[src/rtl/core/khrt_pkg.sv]
`timescale 1ns / 1ps

package khrt_pkg;

  // Default table sizes
  localparam int SLOTS_DEF = 16;
  localparam int KEYS_DEF  = 256;

  // Fixed field widths
  localparam int JOY_W    = 4;
  localparam int CODE_W   = 16;
  localparam int MASK_W   = 32;
  localparam int BTN_W    = 8;
  localparam int KEY_W    = 8;
  localparam int STATUS_W = 2;
  localparam int REL_W    = 9;
  localparam int HOLD_W   = 5;

  // Hold count saturates here
  localparam logic [HOLD_W-1:0] HOLD_MAX = '1;

  typedef enum logic [STATUS_W-1:0] {
    ST_NONE      = 2'd0,
    ST_EMIT      = 2'd1,
    ST_OVERFLOW  = 2'd2,
    ST_UNMATCHED = 2'd3
  } status_t;

  typedef enum logic {
    OP_EVENT     = 1'b0,
    OP_CLEAR_ALL = 1'b1
  } op_t;

endpackage

[src/rtl/core/khrt_ram.sv]
`timescale 1ns / 1ps

module khrt_ram #(
  parameter int WIDTH = 8,
  parameter int DEPTH = 256
) (
  input  logic                     clk,
  input  logic                     we,
  input  logic [$clog2(DEPTH)-1:0] waddr,
  input  logic [WIDTH-1:0]         wdata,
  input  logic [$clog2(DEPTH)-1:0] raddr,
  output logic [WIDTH-1:0]         rdata
);

  logic [WIDTH-1:0] mem [DEPTH];

  always_ff @(posedge clk) begin
    if (we) begin
      mem[waddr] <= wdata;
    end
    rdata <= mem[raddr];
  end

endmodule

[src/rtl/core/key_hold_refcount_table_top.sv]
`timescale 1ns / 1ps

// Key hold reference-count table.
//
// Request channel: drive op and the source/key fields with start high; the
// request is taken at the clock edge where start is high and busy is low.
// busy stays high through the lookup and update states after a request is
// taken, so the next request is taken only once the previous one is through.
// Result channel: done pulses for one cycle, registered at the end of the
// update state, with status, event_key, event_press and released_count. Exactly one
// result per request. The receiver cannot stall; the result is gone after
// that cycle, and a new request may be taken in the same cycle it shows.
// The hold-count memory sets the pace: the count of the key is read (while the
// slot table is compared in parallel), then modified and written back.
// Reset (rst, synchronous) empties the slot table, marks every hold count as
// zero through per-key valid bits and zeroes the held-key counter; no
// clearing pass is needed. The release-all op does the same in one request
// and reports how many keys were held, taken from a running counter.

module key_hold_refcount_table_top
  import khrt_pkg::*;
#(
  parameter int SLOTS = SLOTS_DEF,
  parameter int KEYS  = KEYS_DEF
) (
  input  logic                clk,
  input  logic                rst,
  input  logic                start,
  output logic                busy,
  input  logic                op,
  input  logic [JOY_W-1:0]    source_joystick,
  input  logic [CODE_W-1:0]   source_code,
  input  logic [MASK_W-1:0]   source_mask,
  input  logic [BTN_W-1:0]    source_button,
  input  logic [KEY_W-1:0]    key_code,
  input  logic                is_press,
  output logic                done,
  output logic [STATUS_W-1:0] status,
  output logic [KEY_W-1:0]    event_key,
  output logic                event_press,
  output logic [REL_W-1:0]    released_count
);

  localparam int KW = $clog2(KEYS);
  localparam int CW = $clog2(KEYS + 1);

  typedef enum logic [1:0] {
    S_IDLE,
    S_LOOK,
    S_UPDATE
  } state_t;

  typedef struct packed {
    logic [JOY_W-1:0]  joystick;
    logic [CODE_W-1:0] code;
    logic [MASK_W-1:0] mask;
    logic [BTN_W-1:0]  button;
    logic [KEY_W-1:0]  key;
  } source_t;

  state_t state;

  // Latched request
  logic    req_op;
  source_t req_src;
  logic    req_press;

  // Slot table: each slot is compared in place
  logic [SLOTS-1:0] slot_active;
  source_t          slot_src [SLOTS];

  // Per-key valid bits in front of the hold-count memory
  logic [KEYS-1:0]  cnt_valid;
  logic             cnt_valid_q;

  logic [CW-1:0]    held;

  // Lookup results, registered at the end of the lookup cycle
  logic [SLOTS-1:0] match_vec, match_q;
  logic [SLOTS-1:0] free_q, free_oh;

  // Hold-count memory
  logic [KW-1:0]     cnt_addr;
  logic [HOLD_W-1:0] cnt_rdata;
  logic              cnt_we;
  logic [HOLD_W-1:0] cnt_wdata;

  // Update decisions
  logic              key_ok;
  logic [HOLD_W-1:0] prev;
  status_t           upd_status;
  logic              upd_emit_press;
  logic              ins_en;
  logic              rel_en;
  logic              held_inc;
  logic              held_dec;
  logic              clr_all;
  logic              upd_en;

  assign busy     = (state != S_IDLE);
  assign cnt_addr = req_src.key[KW-1:0];
  assign upd_en   = (state == S_UPDATE);

  khrt_ram #(
    .WIDTH (HOLD_W),
    .DEPTH (KEYS)
  ) u_cnt_ram (
    .clk   (clk),
    .we    (cnt_we),
    .waddr (cnt_addr),
    .wdata (cnt_wdata),
    .raddr (cnt_addr),
    .rdata (cnt_rdata)
  );

  // Compare the request against every slot in parallel
  always_comb begin
    for (int s = 0; s < SLOTS; s++) begin
      match_vec[s] = slot_active[s] && (slot_src[s] == req_src);
    end
  end

  // Lowest free slot as a one-hot vector
  assign free_oh = free_q & (~free_q + SLOTS'(1));

  assign key_ok = (req_src.key != '0) && ({1'b0, req_src.key} < (KEY_W + 1)'(KEYS));
  assign prev   = cnt_valid_q ? cnt_rdata : '0;

  always_comb begin
    upd_status     = ST_NONE;
    upd_emit_press = 1'b0;
    ins_en         = 1'b0;
    rel_en         = 1'b0;
    held_inc       = 1'b0;
    held_dec       = 1'b0;
    clr_all        = 1'b0;
    cnt_we         = 1'b0;
    cnt_wdata      = prev;
    if (upd_en) begin
      if (req_op == OP_CLEAR_ALL) begin
        clr_all = 1'b1;
      end else if (key_ok) begin
        if (req_press) begin
          priority if (match_q != '0) begin
            upd_status = ST_NONE;
          end else if (free_q == '0) begin
            upd_status = ST_OVERFLOW;
          end else begin
            ins_en = 1'b1;
            if (prev != HOLD_MAX) begin
              cnt_we    = 1'b1;
              cnt_wdata = prev + HOLD_W'(1);
            end
            if (prev == '0) begin
              upd_status     = ST_EMIT;
              upd_emit_press = 1'b1;
              held_inc       = 1'b1;
            end
          end
        end else begin
          priority if (match_q == '0) begin
            upd_status = ST_UNMATCHED;
          end else if (prev == '0) begin
            rel_en     = 1'b1;
            upd_status = ST_UNMATCHED;
          end else begin
            rel_en    = 1'b1;
            cnt_we    = 1'b1;
            cnt_wdata = prev - HOLD_W'(1);
            if (prev == HOLD_W'(1)) begin
              upd_status = ST_EMIT;
              held_dec   = 1'b1;
            end
          end
        end
      end
    end
  end

  // Sequencer, request latch and result registers
  always_ff @(posedge clk) begin
    if (rst) begin
      state          <= S_IDLE;
      done           <= 1'b0;
      status         <= ST_NONE;
      event_key      <= '0;
      event_press    <= 1'b0;
      released_count <= '0;
    end else begin
      done <= 1'b0;
      unique case (state)
        S_IDLE: begin
          if (start) begin
            state <= S_LOOK;
          end
        end
        S_LOOK: begin
          state <= S_UPDATE;
        end
        S_UPDATE: begin
          state          <= S_IDLE;
          done           <= 1'b1;
          status         <= upd_status;
          event_key      <= (upd_status == ST_EMIT) ? req_src.key : '0;
          event_press    <= upd_emit_press;
          released_count <= clr_all ? REL_W'(held) : '0;
        end
        default: begin
          state <= S_IDLE;
        end
      endcase
    end
  end

  // Capture the request and the lookup results
  always_ff @(posedge clk) begin
    if (state == S_IDLE && start) begin
      req_op           <= op;
      req_src.joystick <= source_joystick;
      req_src.code     <= source_code;
      req_src.mask     <= source_mask;
      req_src.button   <= source_button;
      req_src.key      <= key_code;
      req_press        <= is_press;
    end
    if (state == S_LOOK) begin
      match_q     <= match_vec;
      free_q      <= ~slot_active;
      cnt_valid_q <= cnt_valid[cnt_addr];
    end
  end

  // Slot table and hold-count valid bits
  always_ff @(posedge clk) begin
    if (rst) begin
      slot_active <= '0;
      cnt_valid   <= '0;
      held        <= '0;
    end else if (clr_all) begin
      slot_active <= '0;
      cnt_valid   <= '0;
      held        <= '0;
    end else begin
      if (ins_en) begin
        slot_active <= slot_active | free_oh;
      end else if (rel_en) begin
        slot_active <= slot_active & ~match_q;
      end
      if (cnt_we) begin
        cnt_valid[cnt_addr] <= 1'b1;
      end
      if (held_inc) begin
        held <= held + CW'(1);
      end else if (held_dec) begin
        held <= held - CW'(1);
      end
    end
  end

  // Slot payload: valid only where the slot is active
  always_ff @(posedge clk) begin
    for (int s = 0; s < SLOTS; s++) begin
      if (ins_en && free_oh[s]) begin
        slot_src[s] <= req_src;
      end
    end
  end

`ifndef SYNTHESIS
  // A contributor never holds two slots
  a_match_unique: assert property (@(posedge clk) disable iff (rst)
    (state == S_UPDATE) |-> $onehot0(match_q))
    else $error("more than one slot matches the request");

  // Each result follows an update cycle
  a_done_after_update: assert property (@(posedge clk) disable iff (rst)
    done |-> $past(state == S_UPDATE))
    else $error("result strobe without an update");

  // A taken request starts the lookup
  a_accept_look: assert property (@(posedge clk) disable iff (rst)
    (start && !busy) |=> (state == S_LOOK))
    else $error("request taken but lookup not started");

  // The held-key counter stays within the key range
  a_held_range: assert property (@(posedge clk) disable iff (rst)
    held <= CW'(KEYS))
    else $error("held-key counter out of range");

  // An emitted event always names a real key
  a_emit_key: assert property (@(posedge clk) disable iff (rst)
    (done && status == ST_EMIT) |-> (event_key != '0))
    else $error("event emitted for key zero");
`endif

endmodule

[config.mk]
export PLATFORM = sky130hd
export DESIGN_NAME = key_hold_refcount_table_top
export DESIGN_NICKNAME = d
export VERILOG_FILES = /design/src/rtl/core/khrt_pkg.sv /design/src/rtl/core/khrt_ram.sv /design/src/rtl/core/key_hold_refcount_table_top.sv
export SDC_FILE = /design/constraint.sdc
export NUM_CORES = 2
export LEC_CHECK = 0
export BUFFER_PORTS_ARGS = -buffer_cell sky130_fd_sc_hd__buf_2
export CORE_MARGIN = 1.5
export CORE_UTILIZATION = 32
export CTS_CLUSTER_SIZE = 14
export DETAILED_ROUTE_END_ITERATION = 10
export GPL_TIMING_DRIVEN = 0
export MAX_ROUTING_LAYER = met4
export PLACE_DENSITY = 0.52
export RECOVER_POWER = 100
export SYNTH_ARGS = -nofsm -noshare
export SYNTH_HDL_FRONTEND = slang
export SYNTH_SLANG_ARGS = --single-unit
export TNS_END_PERCENT = 100
[constraint.sdc]
create_clock -name clk -period 35.9 [get_ports clk]
set_clock_uncertainty 0.15 [all_clocks]
set_input_delay 1.795 -clock clk [delete_from_list [all_inputs] [get_ports clk]]
set_output_delay 1.795 -clock clk [all_outputs]
set_load 0.005 [all_outputs]
==> results by group <==
Run status
  – Status: finished, violations left
  – Failing checks: capacitance limit, slew limit

Global route
  – Pin count of the biggest net entering global routing: between 70 and 80
  – M2 GR Usage: 37.5%
  – Total global-route track usage: 24.9%
  – Number of global-route vias before repair: roughly 64000
  – Initial antenna violation count: 56
  – Gr busiest metal: met2
  – GRT overflow: 0
  – Met1 Use GR: between 30 and 40%
  – Global-route wire length before repair: 568 mm
  – Met3 Use GR: 5.06%

Routing
  – DRT antenna net count: 0
  – Iter 0 DRT Violations: approximately 11000
  – Wire per inst: roughly 37 um
  – Avg Vias per Cell: about 5.7
  – Vias: 66500
  – DR DRC count: 0
  – Drt pass-1 iters: 7
  – Final wirelength: 430 mm

Clocking
  – CTS Root Cell: clkbuf_16
  – Clk Latency, worst-skew pair: 930 ps
  – Quantity of gates resized following cts: 0
  – H-tree levels: 5
  – Sink Count: 2780
  – CTS buffer count: 297
  – Setup Fix Bufs, Post-CTS: 0
  – Cts hold-fix bufs: 0
  – Clock tree buffer depth: 4
  – CTS tree: built
  – Worst-path clk slew: 60 ps

Yosys
  – Average footprint of a synthesized cell: about 18 um^2
  – Simple-Gate Fraction of Synth Area: 3.99%
  – Top FF cell, synth: edfxtp_1
  – Post-synth EDFFs: 2471
  – Mapped Cells: 6224
  – Area of the mapped netlist: ~0.11 mm^2
  – Synth unique cells: 81
  – Mux cell area share after synthesis: 8.12%
  – Post-Synth Adder-Cell Area: 0.144%
  – Largest family of logic cells by synthesized area: multiplexers
  – FFs w/ async S/R, synth: 0%
  – Compound-Gate Fraction of Synth Area: 6.70%
  – Post-Synth XOR/XNOR Area: under 10%
  – FF+latch count, synth: about 2800
  – Ys Warns: 0
  – Sequential area share after synthesis: 73.2%

Critical path
  – Worst R2R Path Depth: 12
  – Critical-path top delay cell: a311oi_1
  – CP peak stage delay: 2340 ps
  – Critical path cell sequence: clkbuf_1 -> clkbuf_1 -> nor4_1 -> a311oi_1 -> nand2_1 -> nor2_1 -> clkbuf_1 -> nand4b_1 -> nand3_1 -> clkbuf_1 -> clkbuf_1 -> clkbuf_1
  – CP endpoint kind: register
  – CP most frequent cell: clkbuf_1
  – R2R Setup Slk: 21260 ps
  – CP Data Required Time: 36100 ps
  – Crit Path Max Fanout: between 50 and 60
  – Setup CP Type: register to register
  – Crit Reg-Reg Endpoint: u_cnt_ram.mem[197][4]
  – Worst reg2reg path startpoint: cnt_addr[2]
  – CP arrival: 14840 ps
  – CP endpoint: u_cnt_ram.mem[197][4]
  – Crit start category: register
  – Crit. Startpoint: cnt_addr[2]

Floorplan
  – CORE AREA: 0.341 mm^2
  – Chip Width: 589 um
  – Starting Density: 32.2%
  – Row cnt: around 210
  – I/O pin count: 95
  – Chip height: 589 um
  – Die ar.: around 0.35 mm^2

Timing
  – Worst slew margin: -174%
  – Final period util: 40.8%
  – Pins Over Slew Limit: 1722
  – Setup ws final: 21260 ps
  – Setup-failing EPs final: 0
  – Least-Margin Pin Slew: 4110 ps
  – Max Freq: 68.3 MHz
  – Final hold slack: 303 ps
  – Final number of hold-violating endpoints: 0
  – Fin crit period: 14640 ps
  – Setup Total Neg Slack: 0 ps
  – RSZ-0062 raised after global routing: no

Finish
  – Layout cell share with drive strength beyond 1: between 10 and 15%
  – Register Area: 0.0804 mm^2
  – Area of the multi-input gates: approximately 0.027 mm^2
  – Synth-to-Final Area Change: 14.9%
  – Fin nets: 6899
  – Layout fillers: about 32000
  – Final core area utilization: about 37%

Worst hold path
  – WHS Path Cells: 2
  – Worst min path class: register to register

Place
  – GP Congestion: 0.978
  – HPWL Detailed: 301 mm
  – Dpl ws: 29400 ps
  – Port bufs: 93

Flow run
  – Max-cap violation count: 60

Pwr
  – Pleak: 39.8 nW
  – Cell area power density: 56.7 mW/mm^2
  – Peak supply drop: 0.0000364 V
worst max-delay path: cells and delay by family (launching register included):
kind | cells | cell delay, ps
AOI/OAI and AO/OA | 1 | 2340
buffers and inverters | 6 | 7520
DFF | 1 | 820
and+or+nand+nor | 5 | 3120
Yosys cell counts, drive strengths merged (3+ instances only):
cell | instances | share of area, %
a211oi | 6 | 0.041
a21o | 5 | 0.034
a21oi | 65 | 0.30
a221o | 6 | 0.055
a221oi | 154 | 1.2
a222oi | 10 | 0.091
a22o | 80 | 0.64
a22oi | 90 | 0.62
a2bb2oi | 4 | 0.032
and2 | 7 | 0.040
and3 | 7 | 0.040
and4 | 4 | 0.032
buf | 168 | 0.84
clkbuf | 182 | 0.62
clkinv | 14 | 0.048
dfxtp | 309 | 5.6
edfxtp | 2471 | 68
ha | 11 | 0.13
inv | 152 | 0.52
mux2i | 8 | 0.073
mux4 | 392 | 8.0
nand2 | 66 | 0.23
nand3 | 39 | 0.18
nand4 | 142 | 0.94
nor2 | 334 | 1.2
nor2b | 5 | 0.028
nor3 | 24 | 0.11
nor3b | 3 | 0.025
nor4 | 162 | 0.94
nor4b | 4 | 0.038
o2111ai | 3 | 0.024
o211ai | 3 | 0.033
o21a | 267 | 1.8
o21ai | 32 | 0.16
o221ai | 25 | 0.20
o22ai | 137 | 0.78
o2bb2ai | 60 | 0.48
o31ai | 4 | 0.027
or4 | 7 | 0.048
xnor2 | 275 | 2.2
xor2 | 458 | 3.7
stage by stage:
| stage | total power [mW] | cells | cell area (um^2) |
|---|---|---|---|
| 2_1_floorplan | 3.87 | 6228 | 110000 |
| 3_3_place_gp | 4.17 | 10900 | 116000 |
| 3_5_place_dp | 4.18 | 11100 | 120000 |
| 4_1_cts | 7.22 | 11600 | 130000 |
| 5_1_grt | 7.29 | 11600 | 126000 |
| 6_report | 7.15 | 11600 | 126000 |
kinds of logic after synthesis:
| kind of cell | Yosys count |
|---|---|
| and+or+nand+nor | 818 |
| xor gates and xnor gates | 733 |
| other | 1 |
| buffers and inverters | 516 |
| muxes | 401 |
| DFF | 2780 |
| adders and majority gates | 12 |
| AOI/OAI and AO/OA | 963 |
metal layers:
| metal | vias up | part of all wire, % |
|---|---|---|
| li1 | 26000 | - |
| met3 | 912 | 11 |
| met5 | - | 0 |
| met2 | 4331 | 44 |
| met1 | 35200 | 39 |
| met4 | 0 | 5.7 |
power by group:
| part | internal, mW | switching [mW] |
|---|---|---|
| registers | 3.56 | 0.0285 |
| logic | 0.114 | 0.380 |
| clock network | 1.76 | 1.32 |
worst min-delay path by stage:
stage,startpoint,endpoint,slack (ps)
5_1_grt,cnt_valid[58],cnt_valid[58],320
6_report,released_count[5],released_count[5],300
4_1_cts,released_count[5],released_count[5],300
3_5_place_dp,released_count[5],released_count[5],300
2_1_floorplan,cnt_valid[0],cnt_valid[0],270
3_3_place_gp,cnt_valid[0],cnt_valid[0],290
cells in the final DEF (no fill, tap or decap), drive strengths merged, types with 66 or more instances in the layout:
| cell type | instances |
|---|---|
| nand4 | 142 |
| inv | 162 |
| mux4 | 392 |
| o22ai | 137 |
| nand2 | 66 |
| nor4 | 162 |
| nor2 | 334 |
| buf | 213 |
| xor2 | 458 |
| a221oi | 154 |
| dfxtp | 309 |
| xnor2 | 275 |
| o21a | 267 |
| edfxtp | 2471 |
| a22oi | 90 |
| clkinv | 123 |
| clkbuf | 823 |
| a22o | 80 |
final cells by class:
type	count	area share [%]
clock inverters	139	0.997
flip-flops and latches	2780	63.7
clock buffers	399	6.60
multi-input cells	2932	21.4
plain buffers	350	1.25
inverters	166	0.494
well taps	4536	4.50
diodes	37	0.0733
repair buffers	287	1.05
sequential cells by signal (all words and copies together) (netlist names):
name / flops
u_cnt_ram.mem: 1280
slot_src: 1088
cnt_valid: 256
req_src: 60
free_q: 16
match_q: 16
slot_active: 16
held: 9
released_count: 9
cnt_addr: 8
event_key: 8
u_cnt_ram.rdata: 5
state: 2
status: 2
cnt_valid_q: 1
done: 1
event_press: 1
req_op: 1
req_press: 1
(Power assumes the default switching activity.)
